$ cat config.mk
export PLATFORM = sky130hd
export DESIGN_NAME = hold_ramp_envelope_sequencer
export DESIGN_NICKNAME = d
export VERILOG_FILES = /design/src/sv/hres_pkg.sv /design/src/sv/hres_div.sv /design/src/sv/hres_mul.sv /design/src/sv/hold_ramp_envelope_sequencer.sv
export SDC_FILE = /design/constraint.sdc
export NUM_CORES = 2
export LEC_CHECK = 0
export BUFFER_PORTS_ARGS = -buffer_cell sky130_fd_sc_hd__buf_2
export CORE_ASPECT_RATIO = 0.6
export CORE_MARGIN = 2
export CORE_UTILIZATION = 25
export DETAILED_ROUTE_END_ITERATION = 12
export HOLD_SLACK_MARGIN = 0.06
export RECOVER_POWER = 100
export SYNTH_ARGS = -nofsm -noshare
export SYNTH_HDL_FRONTEND = slang
export SYNTH_SLANG_ARGS = --single-unit
$ cat constraint.sdc
create_clock -name aclk -period 14.3 [get_ports aclk]
set_input_delay 1.43 -clock aclk [delete_from_list [all_inputs] [get_ports aclk]]
set_output_delay 1.43 -clock aclk [all_outputs]
set_load 0.005 [all_outputs]
$ cat src/sv/hres_pkg.sv
`default_nettype none

package hres_pkg;

    localparam int LEVEL_W    = 16;
    localparam int TIME_W     = 16;
    localparam int TIMER_W    = TIME_W + 2;
    localparam int ELAPSED_W  = 10;
    localparam int KIND_W     = 3;
    localparam int COLOR_W    = 8;
    localparam int NUM_FOG    = 6;
    localparam int FOG_IDX_W  = 3;

    localparam int APB_ADDR_W = 5;
    localparam int APB_DATA_W = 32;

    localparam int S_DATA_W   = 48;
    localparam int M_DATA_W   = 72;

    localparam int MUL_A_W    = 32;
    localparam int MUL_B_W    = 18;
    localparam int MUL_P_W    = MUL_A_W + MUL_B_W;

    localparam logic [TIMER_W-1:0] TIMER_MAX = {TIMER_W{1'b1}};

    typedef enum logic [KIND_W-1:0] {
        KIND_TICK   = 3'd0,
        KIND_START  = 3'd1,
        KIND_STOP   = 3'd2,
        KIND_SET    = 3'd3,
        KIND_RAMP   = 3'd4,
        KIND_TOGGLE = 3'd5
    } hres_kind_t;

    typedef enum logic [1:0] {
        PH_DAY_HOLD   = 2'd0,
        PH_TO_NIGHT   = 2'd1,
        PH_NIGHT_HOLD = 2'd2,
        PH_TO_DAY     = 2'd3
    } hres_phase_t;

    typedef enum logic [2:0] {
        REG_DAY_HOLD     = 3'd0,
        REG_NIGHT_HOLD   = 3'd1,
        REG_RAMP_LEN     = 3'd2,
        REG_NIGHT_LEVEL  = 3'd3,
        REG_TOGGLE_LEVEL = 3'd4
    } hres_reg_t;

    typedef enum logic [3:0] {
        ST_IDLE,
        ST_EXEC,
        ST_RAMP,
        ST_DIV,
        ST_MUL_TT,
        ST_MUL_CUBE,
        ST_SMOOTH,
        ST_MUL_DIFF,
        ST_STEP,
        ST_FOG,
        ST_DONE
    } hres_state_t;

    function automatic logic [COLOR_W-1:0] fog_base(input logic [FOG_IDX_W-1:0] idx);
        logic [COLOR_W-1:0] c;
        case (idx)
            3'd0:    c = 8'd153;
            3'd1:    c = 8'd204;
            3'd2:    c = 8'd242;
            3'd3:    c = 8'd140;
            3'd4:    c = 8'd191;
            3'd5:    c = 8'd255;
            default: c = 8'd0;
        endcase
        return c;
    endfunction

    function automatic logic [TIMER_W-1:0] timer_add(input logic [TIMER_W-1:0] a,
                                                     input logic [ELAPSED_W-1:0] b);
        logic [TIMER_W:0] s;
        s = {1'b0, a} + (TIMER_W+1)'(b);
        return s[TIMER_W] ? TIMER_MAX : s[TIMER_W-1:0];
    endfunction

endpackage

`default_nettype wire

$ cat src/sv/hres_div.sv
`default_nettype none

module hres_div
    import hres_pkg::*;
(
    input  wire logic               aclk,
    input  wire logic               aresetn,
    input  wire logic               start,
    input  wire logic [LEVEL_W-1:0] dividend,
    input  wire logic [LEVEL_W-1:0] divisor,
    output logic                    done,
    output logic [LEVEL_W-1:0]      quotient
);

    // restoring divider, one quotient bit per cycle; dividend < divisor
    localparam int CNT_W = $clog2(LEVEL_W + 1);

    logic               busy_reg, busy_next;
    logic               done_reg, done_next;
    logic [CNT_W-1:0]   cnt_reg, cnt_next;
    logic [LEVEL_W-1:0] rem_reg, rem_next;
    logic [LEVEL_W-1:0] quo_reg, quo_next;
    logic [LEVEL_W-1:0] dsr_reg, dsr_next;

    logic [LEVEL_W:0]   rem_shift;
    logic [LEVEL_W:0]   rem_diff;
    logic               fits;

    assign rem_shift = {rem_reg, 1'b0};
    assign rem_diff  = rem_shift - {1'b0, dsr_reg};
    assign fits      = rem_shift >= {1'b0, dsr_reg};

    always_comb begin
        busy_next = busy_reg;
        done_next = 1'b0;
        cnt_next  = cnt_reg;
        rem_next  = rem_reg;
        quo_next  = quo_reg;
        dsr_next  = dsr_reg;
        if (start) begin
            busy_next = 1'b1;
            cnt_next  = CNT_W'(LEVEL_W);
            rem_next  = dividend;
            quo_next  = '0;
            dsr_next  = divisor;
        end else if (busy_reg) begin
            rem_next = fits ? rem_diff[LEVEL_W-1:0] : rem_shift[LEVEL_W-1:0];
            quo_next = {quo_reg[LEVEL_W-2:0], fits};
            cnt_next = cnt_reg - CNT_W'(1);
            if (cnt_reg == CNT_W'(1)) begin
                busy_next = 1'b0;
                done_next = 1'b1;
            end
        end
    end

    always_ff @(posedge aclk) begin
        if (!aresetn) begin
            busy_reg <= 1'b0;
            done_reg <= 1'b0;
            cnt_reg  <= '0;
        end else begin
            busy_reg <= busy_next;
            done_reg <= done_next;
            cnt_reg  <= cnt_next;
        end
    end

    always_ff @(posedge aclk) begin
        rem_reg <= rem_next;
        quo_reg <= quo_next;
        dsr_reg <= dsr_next;
    end

    assign done     = done_reg;
    assign quotient = quo_reg;

endmodule

`default_nettype wire

$ cat src/sv/hres_mul.sv
`default_nettype none

module hres_mul
    import hres_pkg::*;
(
    input  wire logic               aclk,
    input  wire logic [MUL_A_W-1:0] a,
    input  wire logic [MUL_B_W-1:0] b,
    output logic [MUL_P_W-1:0]      p
);

    logic [MUL_P_W-1:0] p_reg;

    always_ff @(posedge aclk) begin
        p_reg <= MUL_P_W'(a) * MUL_P_W'(b);
    end

    assign p = p_reg;

endmodule

`default_nettype wire

$ cat src/sv/hold_ramp_envelope_sequencer.sv
`default_nettype none

// Hold/ramp level sequencer with smoothstep easing and fog color output.
// One item is taken at a time; s_tready is high only while idle. Every item
// yields one result transfer. A command other than tick goes straight from
// execute to the fog colors; a tick first passes the ramp check, and a tick
// that advances a running ramp then runs the 16-step serial divider that
// forms the ramp fraction and passes through the shared 32x18 multiplier
// (three for the easing curve and ramp step, six for the fog colors).
// s_tready returns together with m_tvalid, so a new item is taken only after
// the last one's result is registered. A finished result waits in the output
// register while the next item is accepted; an item that finishes while that
// register is still full stalls until it drains. Registers are 16 bits at byte
// addresses 0x00..0x10 and may be rewritten only while the block is idle.

module hold_ramp_envelope_sequencer
    import hres_pkg::*;
(
    input  wire logic                  aclk,
    input  wire logic                  aresetn,

    input  wire logic                  psel,
    input  wire logic                  penable,
    input  wire logic                  pwrite,
    input  wire logic [APB_ADDR_W-1:0] paddr,
    input  wire logic [APB_DATA_W-1:0] pwdata,
    output logic      [APB_DATA_W-1:0] prdata,
    output logic                       pready,

    input  wire logic                  s_tvalid,
    output logic                       s_tready,
    // elapsed[9:0], target_level[25:10], ramp_time[41:26], zero pad
    input  wire logic [S_DATA_W-1:0]   s_tdata,
    // kind[2:0]
    input  wire logic [KIND_W-1:0]     s_tuser,

    output logic                       m_tvalid,
    input  wire logic                  m_tready,
    // level[15:0], cycle_phase[17:16], cycle_running[18], ramp_running[19],
    // horizon_red/green/blue[43:20], top_red/green/blue[67:44], zero pad
    output logic [M_DATA_W-1:0]        m_tdata
);

    hres_state_t state_reg, state_next;

    hres_kind_t           kind_reg;
    logic [ELAPSED_W-1:0] elapsed_reg;
    logic [LEVEL_W-1:0]   target_reg;
    logic [TIME_W-1:0]    rtime_reg;

    logic [TIME_W-1:0]  day_hold_reg, night_hold_reg, ramp_len_reg;
    logic [LEVEL_W-1:0] night_level_reg, toggle_level_reg;

    logic               cycle_on_reg, cycle_on_next;
    hres_phase_t        phase_reg, phase_next;
    logic [TIMER_W-1:0] cycle_timer_reg, cycle_timer_next;
    logic               ramp_on_reg, ramp_on_next;
    logic [TIMER_W-1:0] ramp_timer_reg, ramp_timer_next;
    logic [TIME_W-1:0]  ramp_span_reg, ramp_span_next;
    logic [LEVEL_W-1:0] ramp_from_reg, ramp_from_next;
    logic [LEVEL_W-1:0] ramp_to_reg, ramp_to_next;
    logic [LEVEL_W-1:0] level_reg, level_next;

    logic [LEVEL_W-1:0]   t_reg, t_next;
    logic [LEVEL_W:0]     s_reg, s_next;
    logic [FOG_IDX_W-1:0] fog_cnt_reg, fog_cnt_next;
    logic [COLOR_W-1:0]   color_reg [NUM_FOG];
    logic [COLOR_W-1:0]   color_next [NUM_FOG];
    logic                 m_tvalid_reg, m_tvalid_next;
    logic [M_DATA_W-1:0]  m_tdata_reg, m_tdata_next;

    logic               div_start, div_done;
    logic [LEVEL_W-1:0] div_quotient;
    logic [MUL_A_W-1:0] mul_a;
    logic [MUL_B_W-1:0] mul_b;
    logic [MUL_P_W-1:0] mul_p;

    logic               in_xfer, cfg_wr, out_free;
    logic [TIMER_W-1:0] ramp_sum, cycle_sum;
    logic               ramp_reach, cycle_reach;
    logic [TIME_W-1:0]  phase_limit;
    logic               ramp_up;
    logic [LEVEL_W-1:0] ramp_diff;
    logic [LEVEL_W:0]   level_inv;
    logic [MUL_P_W:0]   smooth_sum;
    logic [MUL_P_W-1:0] round_sum;
    logic [LEVEL_W-1:0] step_d;
    logic [FOG_IDX_W-1:0] fog_prev;

    logic               br_go;
    logic [LEVEL_W-1:0] br_target;
    logic [TIME_W-1:0]  br_span;

    // ---------------- configuration port ----------------
    assign pready = 1'b1;
    assign cfg_wr = psel && penable && pwrite;

    always_ff @(posedge aclk) begin
        if (!aresetn) begin
            day_hold_reg     <= 16'd1000;
            night_hold_reg   <= 16'd1000;
            ramp_len_reg     <= 16'd200;
            night_level_reg  <= 16'd65535;
            toggle_level_reg <= 16'd52429;
        end else if (cfg_wr) begin
            case (hres_reg_t'(paddr[4:2]))
                REG_DAY_HOLD:     day_hold_reg     <= pwdata[TIME_W-1:0];
                REG_NIGHT_HOLD:   night_hold_reg   <= pwdata[TIME_W-1:0];
                REG_RAMP_LEN:     ramp_len_reg     <= pwdata[TIME_W-1:0];
                REG_NIGHT_LEVEL:  night_level_reg  <= pwdata[LEVEL_W-1:0];
                REG_TOGGLE_LEVEL: toggle_level_reg <= pwdata[LEVEL_W-1:0];
                default: ;
            endcase
        end
    end

    always_comb begin
        case (hres_reg_t'(paddr[4:2]))
            REG_DAY_HOLD:     prdata = APB_DATA_W'(day_hold_reg);
            REG_NIGHT_HOLD:   prdata = APB_DATA_W'(night_hold_reg);
            REG_RAMP_LEN:     prdata = APB_DATA_W'(ramp_len_reg);
            REG_NIGHT_LEVEL:  prdata = APB_DATA_W'(night_level_reg);
            REG_TOGGLE_LEVEL: prdata = APB_DATA_W'(toggle_level_reg);
            default:          prdata = '0;
        endcase
    end

    // ---------------- shared units ----------------
    hres_div u_div (
        .aclk     (aclk),
        .aresetn  (aresetn),
        .start    (div_start),
        .dividend (ramp_sum[LEVEL_W-1:0]),
        .divisor  (ramp_span_reg),
        .done     (div_done),
        .quotient (div_quotient)
    );

    hres_mul u_mul (
        .aclk (aclk),
        .a    (mul_a),
        .b    (mul_b),
        .p    (mul_p)
    );

    // ---------------- shared terms ----------------
    assign s_tready = (state_reg == ST_IDLE);
    assign in_xfer  = s_tvalid && s_tready;
    assign out_free = !m_tvalid_reg || m_tready;

    assign ramp_sum   = timer_add(ramp_timer_reg, elapsed_reg);
    assign ramp_reach = (ramp_span_reg == '0) || (ramp_sum >= TIMER_W'(ramp_span_reg));
    assign cycle_sum  = timer_add(cycle_timer_reg, elapsed_reg);

    always_comb begin
        case (phase_reg)
            PH_DAY_HOLD:   phase_limit = day_hold_reg;
            PH_NIGHT_HOLD: phase_limit = night_hold_reg;
            default:       phase_limit = ramp_len_reg;
        endcase
    end

    assign cycle_reach = cycle_sum >= TIMER_W'(phase_limit);
    assign ramp_up     = ramp_to_reg >= ramp_from_reg;
    assign ramp_diff   = ramp_up ? ramp_to_reg - ramp_from_reg : ramp_from_reg - ramp_to_reg;
    assign level_inv   = {1'b1, {LEVEL_W{1'b0}}} - {1'b0, level_reg};
    assign smooth_sum  = {1'b0, mul_p} + (MUL_P_W+1)'(64'h8000_0000);
    assign round_sum   = mul_p + MUL_P_W'(32'h8000);
    assign step_d      = round_sum[2*LEVEL_W-1:LEVEL_W];
    assign fog_prev    = fog_cnt_reg - FOG_IDX_W'(1);

    // ---------------- sequencer: next state ----------------
    always_comb begin
        state_next = state_reg;
        case (state_reg)
            ST_IDLE:     if (in_xfer) state_next = ST_EXEC;
            ST_EXEC:     state_next = (kind_reg == KIND_TICK) ? ST_RAMP : ST_FOG;
            ST_RAMP:     state_next = (ramp_on_reg && !ramp_reach) ? ST_DIV : ST_FOG;
            ST_DIV:      if (div_done) state_next = ST_MUL_TT;
            ST_MUL_TT:   state_next = ST_MUL_CUBE;
            ST_MUL_CUBE: state_next = ST_SMOOTH;
            ST_SMOOTH:   state_next = ST_MUL_DIFF;
            ST_MUL_DIFF: state_next = ST_STEP;
            ST_STEP:     state_next = ST_FOG;
            ST_FOG:      if (fog_cnt_reg == FOG_IDX_W'(NUM_FOG)) state_next = ST_DONE;
            ST_DONE:     if (out_free) state_next = ST_IDLE;
            default:     state_next = ST_IDLE;
        endcase
    end

    // ---------------- sequencer: datapath and unit control ----------------
    always_comb begin
        cycle_on_next    = cycle_on_reg;
        phase_next       = phase_reg;
        cycle_timer_next = cycle_timer_reg;
        ramp_on_next     = ramp_on_reg;
        ramp_timer_next  = ramp_timer_reg;
        ramp_span_next   = ramp_span_reg;
        ramp_from_next   = ramp_from_reg;
        ramp_to_next     = ramp_to_reg;
        level_next       = level_reg;
        t_next           = t_reg;
        s_next           = s_reg;
        fog_cnt_next     = fog_cnt_reg;
        color_next       = color_reg;
        m_tvalid_next    = m_tvalid_reg && !m_tready;
        m_tdata_next     = m_tdata_reg;
        div_start        = 1'b0;
        mul_a            = '0;
        mul_b            = '0;
        br_go            = 1'b0;
        br_target        = '0;
        br_span          = '0;

        case (state_reg)
            ST_IDLE: begin
                fog_cnt_next = '0;
            end
            ST_EXEC: begin
                case (kind_reg)
                    KIND_TICK: begin
                        if (cycle_on_reg) begin
                            if (cycle_reach) begin
                                cycle_timer_next = '0;
                                phase_next       = hres_phase_t'(phase_reg + 2'd1);
                                if (phase_reg == PH_DAY_HOLD) begin
                                    br_go     = 1'b1;
                                    br_target = night_level_reg;
                                    br_span   = ramp_len_reg;
                                end else if (phase_reg == PH_NIGHT_HOLD) begin
                                    br_go     = 1'b1;
                                    br_target = '0;
                                    br_span   = ramp_len_reg;
                                end
                            end else begin
                                cycle_timer_next = cycle_sum;
                            end
                        end
                    end
                    KIND_START: begin
                        cycle_on_next    = 1'b1;
                        phase_next       = PH_DAY_HOLD;
                        cycle_timer_next = '0;
                    end
                    KIND_STOP: begin
                        cycle_on_next    = 1'b0;
                        cycle_timer_next = '0;
                    end
                    KIND_SET: begin
                        level_next      = target_reg;
                        ramp_on_next    = 1'b0;
                        ramp_timer_next = '0;
                        ramp_from_next  = target_reg;
                        ramp_to_next    = target_reg;
                    end
                    KIND_RAMP: begin
                        br_go     = 1'b1;
                        br_target = target_reg;
                        br_span   = rtime_reg;
                    end
                    KIND_TOGGLE: begin
                        br_go     = 1'b1;
                        br_target = level_reg[LEVEL_W-1] ? '0 : toggle_level_reg;
                        br_span   = rtime_reg;
                    end
                    default: ;
                endcase
                if (br_go) begin
                    ramp_from_next  = level_reg;
                    ramp_to_next    = br_target;
                    ramp_timer_next = '0;
                    ramp_span_next  = br_span;
                    if (br_span == '0) begin
                        level_next   = br_target;
                        ramp_on_next = 1'b0;
                    end else begin
                        ramp_on_next = 1'b1;
                    end
                end
            end
            ST_RAMP: begin
                if (ramp_on_reg) begin
                    ramp_timer_next = ramp_sum;
                    if (ramp_reach) begin
                        level_next   = ramp_to_reg;
                        ramp_on_next = 1'b0;
                    end else begin
                        div_start = 1'b1;
                    end
                end
            end
            ST_DIV: begin
                if (div_done) t_next = div_quotient;
            end
            ST_MUL_TT: begin
                mul_a = MUL_A_W'(t_reg);
                mul_b = MUL_B_W'(t_reg);
            end
            ST_MUL_CUBE: begin
                // t^2 * (3 - 2t), with t^2 in Q32 and t and 3 - 2t in Q16
                mul_a = mul_p[MUL_A_W-1:0];
                mul_b = MUL_B_W'(18'h30000) - {1'b0, t_reg, 1'b0};
            end
            ST_SMOOTH: begin
                s_next = smooth_sum[MUL_A_W+LEVEL_W:MUL_A_W];
            end
            ST_MUL_DIFF: begin
                mul_a = MUL_A_W'(ramp_diff);
                mul_b = MUL_B_W'(s_reg);
            end
            ST_STEP: begin
                level_next = ramp_up ? ramp_from_reg + step_d : ramp_from_reg - step_d;
            end
            ST_FOG: begin
                mul_a        = MUL_A_W'(fog_base(fog_cnt_reg));
                mul_b        = MUL_B_W'(level_inv);
                fog_cnt_next = fog_cnt_reg + FOG_IDX_W'(1);
                if (fog_cnt_reg != '0) begin
                    color_next[fog_prev] = round_sum[LEVEL_W+COLOR_W-1:LEVEL_W];
                end
            end
            ST_DONE: begin
                if (out_free) begin
                    m_tvalid_next = 1'b1;
                    m_tdata_next  = {4'b0, color_reg[5], color_reg[4], color_reg[3],
                                     color_reg[2], color_reg[1], color_reg[0],
                                     ramp_on_reg, cycle_on_reg, phase_reg, level_reg};
                end
            end
            default: ;
        endcase
    end

    always_ff @(posedge aclk) begin
        if (!aresetn) begin
            state_reg       <= ST_IDLE;
            cycle_on_reg    <= 1'b0;
            phase_reg       <= PH_DAY_HOLD;
            cycle_timer_reg <= '0;
            ramp_on_reg     <= 1'b0;
            ramp_timer_reg  <= '0;
            ramp_span_reg   <= '0;
            ramp_from_reg   <= '0;
            ramp_to_reg     <= '0;
            level_reg       <= '0;
            fog_cnt_reg     <= '0;
            m_tvalid_reg    <= 1'b0;
        end else begin
            state_reg       <= state_next;
            cycle_on_reg    <= cycle_on_next;
            phase_reg       <= phase_next;
            cycle_timer_reg <= cycle_timer_next;
            ramp_on_reg     <= ramp_on_next;
            ramp_timer_reg  <= ramp_timer_next;
            ramp_span_reg   <= ramp_span_next;
            ramp_from_reg   <= ramp_from_next;
            ramp_to_reg     <= ramp_to_next;
            level_reg       <= level_next;
            fog_cnt_reg     <= fog_cnt_next;
            m_tvalid_reg    <= m_tvalid_next;
        end
    end

    always_ff @(posedge aclk) begin
        if (in_xfer) begin
            kind_reg    <= hres_kind_t'(s_tuser);
            elapsed_reg <= s_tdata[ELAPSED_W-1:0];
            target_reg  <= s_tdata[ELAPSED_W+LEVEL_W-1:ELAPSED_W];
            rtime_reg   <= s_tdata[ELAPSED_W+LEVEL_W+TIME_W-1:ELAPSED_W+LEVEL_W];
        end
        t_reg       <= t_next;
        s_reg       <= s_next;
        color_reg   <= color_next;
        m_tdata_reg <= m_tdata_next;
    end

    assign m_tvalid = m_tvalid_reg;
    assign m_tdata  = m_tdata_reg;

`ifndef SYNTH
    a_ramp_span_live: assert property (@(posedge aclk) disable iff (!aresetn)
        ramp_on_reg |-> ramp_span_reg != '0)
        else $error("ramp running with zero span");

    a_cycle_off_timer: assert property (@(posedge aclk) disable iff (!aresetn)
        !cycle_on_reg |-> cycle_timer_reg == '0)
        else $error("cycle timer nonzero while cycle stopped");

    a_level_in_span: assert property (@(posedge aclk) disable iff (!aresetn)
        ramp_on_reg |->
            ((ramp_to_reg >= ramp_from_reg) && (level_reg >= ramp_from_reg)
                && (level_reg <= ramp_to_reg))
            || ((ramp_to_reg < ramp_from_reg) && (level_reg <= ramp_from_reg)
                && (level_reg >= ramp_to_reg)))
        else $error("level outside ramp endpoints");

    a_div_done_wait: assert property (@(posedge aclk) disable iff (!aresetn)
        div_done |-> state_reg == ST_DIV)
        else $error("divider finished outside divide wait");
`endif

endmodule

`default_nettype wire

======== Yosys cells after proc, flatten, opt, wreduce, memory -nomap -nowiden ========
Cells that the tools add are included.
word-level totals
  bits in registers ....................... 490
  latch bits .............................. 0
  bits in writable memories ............... 0
  memory bits (read-only) ................. 0
  input bits .............................. 95
  output and inout port bits .............. 107
  word-level logic and storage cells ...... 222
  memories kept ........................... 0
cells by class
  add/sub/neg operators ................... 15
  multipliers ............................. 1
  divide/modulo/power cells ............... 0
  order comparisons ....................... 6
  equal/unequal tests ..................... 36
  shift operators ......................... 0
  multiplexer cells ....................... 75
  bitwise logic cells ..................... 3
  reductions and logical operators ........ 48
operator list
  operator                                                               count
  16-bit two-way mux                                                     22
  32-bit one-hot mux with 4 select lines                                 1
  18-bit two-way mux                                                     7
  16-bit one-hot mux with 3 select lines                                 2
  16-bit one-hot mux with 5 select lines                                 1
  18-bit one-hot mux with 2 select lines                                 2
  18-bit one-hot mux with 4 select lines                                 1
  16-bit one-hot mux with 2 select lines                                 2
  16-bit subtractor                                                      4
  49-bit by 32-bit adder with 49-bit output (second input constant)      1
  32-bit by 18-bit multiplier with 49-bit output                         1
  48-bit bitwise mux                                                     1
  8-bit one-hot mux with 6 select lines                                  1
  4-bit one-hot mux with 11 select lines                                 1
  18-bit by 10-bit adder with 19-bit output                              2
  18-bit by 16-bit >= comparator with 1-bit output                       2
  32-bit by 16-bit adder with 32-bit output (second input constant)      1
  16-bit logical NOT                                                     2
  8-bit demux with 3-bit select                                          1
  4-bit two-way mux                                                      6
  2-bit AND reduction                                                    12
  3-bit by 2-bit == test with 1-bit output (second input constant)       6
  3-bit == test (second input constant)                                  6
  18-bit by 17-bit subtractor with 18-bit output (first input constant)  1
  other kinds (41)                                                       98

======== Longest topological paths before layout ========
  word-level depth ........................ 11
  gate-level depth with buffers ........... 38
  gate-level depth less buffers ........... 35

======== Cells and area by module ========
From an unflattened synthesis, not the netlist that was laid out.
second synthesis, totals
  cells, all modules ...................... 4770
  area total of the unflattened synthesis .. 43596.8 um^2
by module, submodules not included
  module                        times used  cells each  area an instance (um^2)  sequential area each (um^2)
  hold_ramp_envelope_sequencer  1           2317        21409.3                  9669.3
  hres_mul                      1           2180        19203.4                  1001.0
  hres_div                      1           273         2984.1                   1421.4

======== Least setup slack after synthesis ========
Ideal clock, no wire load.
  path type ............................... register to register
  from .................................... register ramp_from_reg[1]
  to ...................................... register u_mul.p_reg[46], in the netlist u_mul.p[46]
  library setup time ...................... 72 ps
  arrival ................................. 8225 ps
  data required time ...................... 14228 ps
  setup slack ............................. 6003 ps
  stages on the path, launching flop included .. 33
  buffers on the path ..................... 1
  clock period less this slack ............ 8297 ps
  cells stage by stage .................... dfxtp_1 > inv_1 > fa_1 > a21o_1 > a221oi_2 > a21oi_2 > o21ai_2 > buf_6 > mux2i_1 > o211ai_1 > or3_1 > a31o_2 > nor2b_1 > fa_1 > inv_1 > fa_1 > fa_1 > inv_1 > fa_1 > fa_1 > inv_1 > fa_1 > inv_1 > ha_1 > a211oi_1 > o21ai_0 > a32oi_1 > o21ai_2 > o21ai_2 > nand2_1 > a311o_1 > a311oi_2 > xnor2_1
on the way
  longest elaborated chain between the ends .. 4
  elaborated cells between the ends (all ways) .. 6
  those cells by class .................... add/sub: 2; mul: 1; order compare: 1; mux: 2
RTL lines
  element                                                           RTL line                                                                  text
  start: declaration                                                hold_ramp_envelope_sequencer.sv:60                                        logic [LEVEL_W-1:0] ramp_from_reg, ramp_from_next;
  start signal: assignment                                          hold_ramp_envelope_sequencer.sv:356                                       ramp_from_reg <= ramp_from_next;
  16-bit subtractor / 16-bit >= comparator (equally long branches)  hold_ramp_envelope_sequencer.sv:165, hold_ramp_envelope_sequencer.sv:164
  16-bit two-way mux (*)                                            hold_ramp_envelope_sequencer.sv:165                                       assign ramp_diff = ramp_up ? ramp_to_reg - ramp_from_reg : ramp_from_reg - ramp_to_reg;
  32-bit one-hot mux with 4 select lines (*)                        hold_ramp_envelope_sequencer.sv:215                                       case (state_reg)
  32-bit by 18-bit multiplier with 49-bit output (*)                hres_mul.sv:15                                                            p_reg <= MUL_P_W'(a) * MUL_P_W'(b);
  end signal: assignment                                            hres_mul.sv:15
  end: declaration                                                  hres_mul.sv:12                                                            logic [MUL_P_W-1:0] p_reg;
Mark *: on every way between the ends. The rest lies on a longest branch, timed or not.
A chain may end at the register's enable or synchronous reset.

======== Worst setup path after layout ========
  from .................................... register ramp_from_reg[14]
  to ...................................... register u_mul.p_reg[46], in the netlist u_mul.p[46]
The elaborated chain is that of the path after synthesis.

==> run_results.csv <==
group,metric,value,unit
layout,area.growth.synth_to_final,11.4,%
layout,drive_gt1_share,6.53,%
floorplanning,fp.coreArea,176000,µm²
synth,synth_edf_count,226,
clock_network,h-tree-depth,2,
clock_network,hold_buffers,0,
sta,hold_viol,0,
clock_network,cts_buffers,50,
placement,placed_cell_area,47600,µm²
clock_network,cts_tree,"yes",
detailed_routing,dr.pass1.iters,6,
synth,ys_seq_area_share,27.3,%
layout,multi_input_area,28600,µm²
synth,ys.flop_type,"dfxtp_1",
pwr,powerDensity,116,nW/µm²
floorplanning,rows,119,
clock_network,cts_setup_buffers,0,
grt,busiest_layer,"met1",
synth,synthDistinctLibCells,105,
synth,ys_async_sr_fraction,0,%
sta,rsz0062_at_grt,"false",
critical_path,path_max_fanout,25,
synth,netlist_instances,4902,
clock_network,cts_resized,0,
placement,placed_cells,7270,
floorplanning,design.die.area,180000,µm²
grt,grt_use_met2,21.0,%
grt,grt_first_pass_wirelength,230000,µm
clock_network,clk_latency,0.67,ns
sta,relSlewSlack,-205,%
clock_network,clock_sinks,490,
sta,fmax,84.4,MHz
critical_path,critPathMaxStageDelay,1.32,ns
grt,use_met1,25.4,%
grt,antenna_found_initial,7,
layout,final_nets,5792,
layout,fin_area,49200,µm²
sta,final.period_utilization,82.9,%
sta,setup_viol,0,
sta,layout_min_cycle_time,11.85,ns
placement,place_congestion,0.992,
critical_path,worst_path_max_delay_cell,"o21ai_0",
grt,first_global_vias,35209,
clock_network,cts_max_path_buffers,3,
critical_path,worstSetupStartpointType,"register",
placement,numPortBuffers,156,
critical_path,crit_path_frequent_cell,"fa_1",
clock_network,cts.clk_slew.worst_paths,0.06,ns
flow_run,maxCapViolations,13,
sta,finalMaxSlewViolations,487,
pwr,totalPowerFinal,5.69,mW
detailed_routing,wire_per_inst,21.1,µm
status,violations,"max-capacitance violations, max-slew violations",
sta,layout_setup_ws,2.45,ns
grt,grt_use_total,16.9,%
layout,ff_latch_area,12100,µm²
floorplanning,dieWidth,547,µm
floorplanning,ios,202,
sta,tightest_slew,4.57,ns
status,status,"finished, violations left",
grt,grt.met3_usage,8.72,%
layout,fin_cells,7368,
synth,synth_warnings,0,
floorplanning,die_y,330,µm
critical_path,criticalPathCategory,"register to register",
synth,syn_avg_cell_area,9.01,µm²
clock_network,cts_root_buf,"clkbuf_16",
synth,synth-seq-cells,490,
floorplanning,initial_core_util,25.2,%
sta,tns,0,ns
grt,gr-total-overflow,0,
placement,dp.final_hpwl,124000,µm
synth,synth.cell_area,44200,µm²
detailed_routing,drc,0,
detailed_routing,drtIter0Drc,4433,
critical_path,worstPathArrival,12.44,ns
placement,place_ws,3.43,ns
sta,clock_skew,0.0481,ns
detailed_routing,viasPerCell,4.94,
detailed_routing,wirelength,156000,µm
detailed_routing,vias,36430,
pwr,p_leak,20.3,nW
critical_path,worstPathRequired,14.89,ns
grt,grt_max_degree,85,
detailed_routing,ant_nets,0,
layout,largest_register_ffs,68,
layout,fill_cells,18553,
critical_path,end_kind,"register",
hold_path,hold_path.class,"register to register",
pwr,ir_drop,181,µV
worst paths after layout:
kind         cells past startpoint              start  slack, ns          end
max reg2reg                     30  ramp_from_reg[14]       2.45  u_mul.p[46]
min                              0      color_reg[17]       0.42  m_tdata[45]
max                             30  ramp_from_reg[14]       2.45  u_mul.p[46]
min reg2reg                      0      color_reg[17]       0.42  m_tdata[45]
logic make-up after synthesis:
kind of cell	share of synthesized area (%)
AND/OR/NAND/NOR	16.2
buffers and inverters	8.44
AO/OA/AOI/OAI	14.1
adder cells (fa/ha/maj)	29.0
flip-flops	27.3
XOR/XNOR	3.29
multiplexers	1.63
other	0.0170
power breakdown:
group	internal, mW	leakage (nW)	switching [mW]
logic	0.810	15.2	1.64
clock network	0.846	0.898	0.656
registers	1.57	4.18	0.158
per-stage QoR:
stage	hold slack (ns)	util, %
final	0.416	28.0
after detailed placement	0.405	27.1
after CTS	0.420	28.2
after floorplan	0.400	-
after global placement	0.403	27.1
after global routing	0.423	28.0
layout make-up:
type,count,share of cell area (%)
diodes,5,0.0254
clock buffers,68,3.01
clock inverters,25,0.727
inverters,680,5.19
multi-input cells,3504,58.1
flip-flops and latches,490,24.5
well taps,2359,6.00
repair buffers,237,2.42
worst max-delay path, delay by kind of cell (launching register included):
kind,cells,cell delay (ns)
simple gates,4,0.52
flops,1,0.38
buf+inv,5,0.29
xor+xnor,1,0.15
fa+ha+maj,8,4.04
compound gates,11,5.40
mux,1,0.97
cells in the mapped netlist (26+ instances only):
cell,number,share of area [%]
a22oi_1,87,1.5
buf_2,39,0.44
a31oi_1,42,0.59
a21o_1,43,0.73
ha_1,249,7.1
nor2b_1,46,0.65
nand2_1,682,5.8
inv_1,679,5.8
o21ai_1,26,0.29
xnor2_1,107,2.1
nor4_1,35,0.50
o21ai_0,138,1.6
nor2_1,390,3.3
nand3_1,120,1.4
and3_1,56,0.79
o21a_1,34,0.58
xor2_1,55,1.1
o22ai_1,29,0.41
dfxtp_1,264,12
nand4_1,29,0.41
clkbuf_1,178,1.5
and2_1,47,0.67
a21oi_1,237,2.7
mux2i_1,41,0.93
nor3_1,66,0.75
nand2b_1,39,0.55
edfxtp_1,226,15
a211oi_1,60,1.0
fa_1,485,22
placed cells by master, fill, tap and decap left out, types with 43 or more instances in the layout:
master	netlist	final
clkbuf_16	0	55
fa_1	485	485
edfxtp_1	226	226
clkbuf_1	178	114
a211oi_1	60	60
o21ai_0	138	140
a21o_1	43	43
nand3_1	120	120
xnor2_1	107	107
a22oi_1	87	87
a21oi_1	237	237
nor3_1	66	64
inv_1	679	679
ha_1	249	249
xor2_1	55	55
buf_4	23	56
nor2_1	390	388
nand2_1	682	682
nor2b_1	46	46
buf_2	39	74
and3_1	56	55
dfxtp_1	264	264
per-layer routing:
metal,vias to the layer above,routed length (µm)
met5,-,261
met2,1792,56600
met4,8,1940
met1,18076,72900
li1,16406,-
met3,148,23900
No activity file was read; power rests on OpenSTA's default activity.
